### config.mk
export PLATFORM = sky130hd
export DESIGN_NAME = tkfv_cell
export DESIGN_NICKNAME = d
export VERILOG_FILES = /design/src/rtl/core/tkfv_pkg.sv /design/src/rtl/core/tkfv_cell.sv
export SDC_FILE = /design/constraint.sdc
export NUM_CORES = 1
export LEC_CHECK = 0
export BUFFER_PORTS_ARGS = -buffer_cell sky130_fd_sc_hd__buf_2
export CORE_UTILIZATION = 45
export DETAILED_ROUTE_END_ITERATION = 6
export PLACE_DENSITY = 0.8
export SYNTH_ARGS = -nofsm -noshare
export SYNTH_HDL_FRONTEND = slang
export SYNTH_SLANG_ARGS = --single-unit
### constraint.sdc
create_clock -name aclk -period 2.6 [get_ports aclk]
set_input_delay 0.39 -clock aclk [delete_from_list [all_inputs] [get_ports aclk]]
set_output_delay 0.39 -clock aclk [all_outputs]
set_load 0.02 [all_outputs]
### src/rtl/core/tkfv_pkg.sv
// Package for top_k_frequent_values: widths, defaults and register codes.
// No dependencies.
package tkfv_pkg;
    localparam int unsigned TableEntries = 256;
    localparam int unsigned KMax = 16;
    localparam int unsigned CountBits = 16;
    localparam int unsigned ValueBits = 32;
    localparam int unsigned TopCountBits = 5;
    localparam int unsigned AddrBits = 1;
    localparam logic [AddrBits-1:0] REG_TOP_COUNT = 1'b0;

    // Cell status toward the controller.
    typedef struct packed {
        logic hit;
        logic used;
    } cell_stat_t;
endpackage

### src/rtl/core/tkfv_cell.sv
// One table cell: holds a value and its count, matches the broadcast value,
// and takes part in the rank scan. Depends on tkfv_pkg.
module tkfv_cell #(
    parameter int unsigned COUNT_W = tkfv_pkg::CountBits
) (
    input  logic                   aclk,
    input  logic                   aresetn,
    input  logic [31:0]            bcast_value,
    input  logic                   count_en,   // a value is being counted
    input  logic                   alloc,      // this cell takes the new value
    input  logic                   clear,      // end of set
    input  logic                   remove,     // selected as winner
    output tkfv_pkg::cell_stat_t   stat,
    output logic [COUNT_W+31:0]    key,        // {count, value ^ sign}
    output logic [31:0]            value_out,
    output logic [COUNT_W-1:0]     count_out
);
    logic [31:0]        value_reg;
    logic [COUNT_W-1:0] count_reg;
    logic               used_reg;

    assign stat.hit  = used_reg && (value_reg == bcast_value);
    assign stat.used = used_reg;
    assign key       = {count_reg, value_reg ^ 32'h8000_0000};
    assign value_out = value_reg;
    assign count_out = count_reg;

    always_ff @(posedge aclk) begin
        if (!aresetn) begin
            used_reg <= 1'b0;
        end else if (clear || remove) begin
            used_reg <= 1'b0;
        end else if (alloc) begin
            used_reg <= 1'b1;
        end
        if (alloc) begin
            value_reg <= bcast_value;
            count_reg <= COUNT_W'(1);
        end else if (count_en && stat.hit && count_reg != {COUNT_W{1'b1}}) begin
            count_reg <= count_reg + COUNT_W'(1);
        end
    end
endmodule

==> metrics.txt <==
run status=finished, final reports clean; Reg area=1300 um^2; Overflow after GRT=0; fin cells=402; commonest non-fill, non-tap cell in the layout=buf_2; crit path time final=2430 ps; max-slew violations=0; Worst-Margin Slew=793 ps; dpl hpwl=4280 um; Buffers on Ports=135; pre-CTS setup slack=155 ps; Critical Path Max Stage Delay=570 ps; synth-to-layout area growth=19.0%; GRT Util Overall=17.6%; drt via density=4.99; DRT Wirelength=5540 um; Fmax=412 MHz; synthesized net count=277; top_reg_cell synth=edfxtp_1; Startpoint Class=flop; I/O pin count=136; DRC Markers=0; Critical Path RT=2830 ps; Final ANT Viol Nets=0; first-pass GRT wire length=8320 um; Seq/Total Area, Yosys=49.5%; most frequent cells in the layout=buf_2 (135), edfxtp_1 (32), xnor2_1 (20), dfxtp_1 (17), a21oi_1 (13); Max-Cap Viols=0; Leak=1.34 nW; FILL cells=495; final hold slack=242 ps; clock skew=5.74 ps; Synth cell types=37; CTS tree=done; total CTS buffers=5; max reg flops=32; asr flop ratio synth=0%; postcts setup bufs=0; total power=1.77 mW; die span in y=78.4 um; final hold viol count=0; CTS Sinks=49; wire length per cell=13.8 um; RSZ-0062 raised after global routing=false; Pre-antenna DRT Iters=4; DIE AREA=6150 um^2; Initial Util=47.1%; Synth Register Bits=49; syn_area_per_cell=11.0 um^2; Finish-stage setup viols=0; final worst setup slack=171 ps; vias in the first global route=1,737; max_slew headroom=47.1%; CTS Buffer Depth=2; Worst-Skew Late Latency=300 ps; clock edge transition at the registers on the reported setup and hold paths=90 ps; Ant. Diodes=0; Syn. warnings=0; nets=368; worst min path class=in -> reg; DR vias=2,004; Hold Buf Count CTS=0; Crit. End Element=flop; CP max FO=25; Placed Cells=394; Iter 0 DRT Violations=84; CTS root buf=clkbuf_8; initial antenna violation count=0; setup_tns=0 ps; area of the multi-input gates=906 um^2; layout cells sized above 1=45.2%; core footprint=5570 um^2; Mapped Area=2630 um^2; slowest CP cell=or4_1; number of synthesized flops with an enable pin=32; Placer Congestion=0.804; critical path class=reg -> reg; Pwr Density=566 nW/um^2; Die Wd=78.4 um; critical path arrival=2660 ps; Cell Rows=27; post-cts sizing count=0; largest net degree at the start of global routing=37; cells after synthesis=238; Tcrit/Tclk final=93.4%; maximum VDD drop=0.253 mV; CTS H-tree depth=2; crit-path cells=xor2_1 > nor4_2 > and4_4 > nand4_4 > or4_1 > a21oi_1
-- through the flow --
step	utilization, %	cell area (um^2)
after floorplan	-	2630
after global placement	54.1	3010
after detailed placement	54.1	3010
after CTS	56.1	3130
after global routing	56.1	3130
final	56.1	3130
-- power by group --
part / leakage [nW] / internal [mW] / switching, mW
Sequential: 0.450 / 0.876 / 0.0349
Clock: 0.0554 / 0.289 / 0.254
Combinational: 0.837 / 0.116 / 0.200
-- kinds of logic after synthesis --
logic type,synth area share [%]
AND/OR/NAND/NOR,16.4
buffers and inverters,16.0
flip-flops,49.5
XOR/XNOR,10.3
AO/OA/AOI/OAI,6.48
multiplexers,0.810
adder cells (fa/ha/maj),0.476
-- cell type report --
type | instances | share of cell area, %
clock buffer | 6 | 2.32
clock inverter | 2 | 1.24
inverter | 9 | 1.08
multi-input combinational | 128 | 29.0
sequential | 49 | 41.6
tap | 72 | 2.88
timing repair buffer | 136 | 21.9
-- metal layers --
metal | share of wire, % | global-route usage [%] | vias to the layer above | wire [um]
met5 | 0 | 0 | - | 0
met3 | 4.1 | 2.91 | 5 | 229
met4 | 0.92 | 6.30 | 0 | 51
li1 | - | - | 995 | -
met1 | 42 | 21.2 | 942 | 2330
met2 | 53 | 31.4 | 62 | 2930
-- critical path, delay by kind of cell (launching register included) --
family	cells	cell delay, ps
AO/OA/AOI/OAI	1	160
XOR/XNOR	1	170
AND/OR/NAND/NOR	4	1600
flip-flops	1	420
-- Yosys cell counts, types with 2 or more instances --
library cell / number / share of area (%)
nand4_1: 10 / 2.4
o31ai_1: 5 / 1.4
nand3_1: 8 / 1.5
and4_1: 3 / 1.0
nor3_1: 3 / 0.57
or4_1: 5 / 1.4
nand2b_1: 3 / 0.71
o21ai_1: 6 / 1.1
or3_1: 9 / 2.1
nor4_1: 3 / 0.71
a21oi_1: 13 / 2.5
inv_1: 9 / 1.3
o21ai_0: 2 / 0.38
buf_4: 49 / 14
edfxtp_1: 32 / 37
nor2_1: 3 / 0.43
xnor2_1: 20 / 6.7
clkbuf_1: 2 / 0.29
xor2_1: 11 / 3.7
dfxtp_1: 17 / 13
nand2_1: 9 / 1.3
-- path summary, 6_finish.rpt --
| path | slack (ps) | start | cells past startpoint | end |
|---|---|---|---|---|
| max | 170 | value_out[31] | 6 | count_out[15] |
| max reg2reg | 170 | value_out[31] | 6 | count_out[15] |
| min | 240 | remove | 2 | used_reg |
| min reg2reg | 510 | count_out[10] | 2 | count_out[10] |
Note: power is estimated with default switching activity, not from simulation.
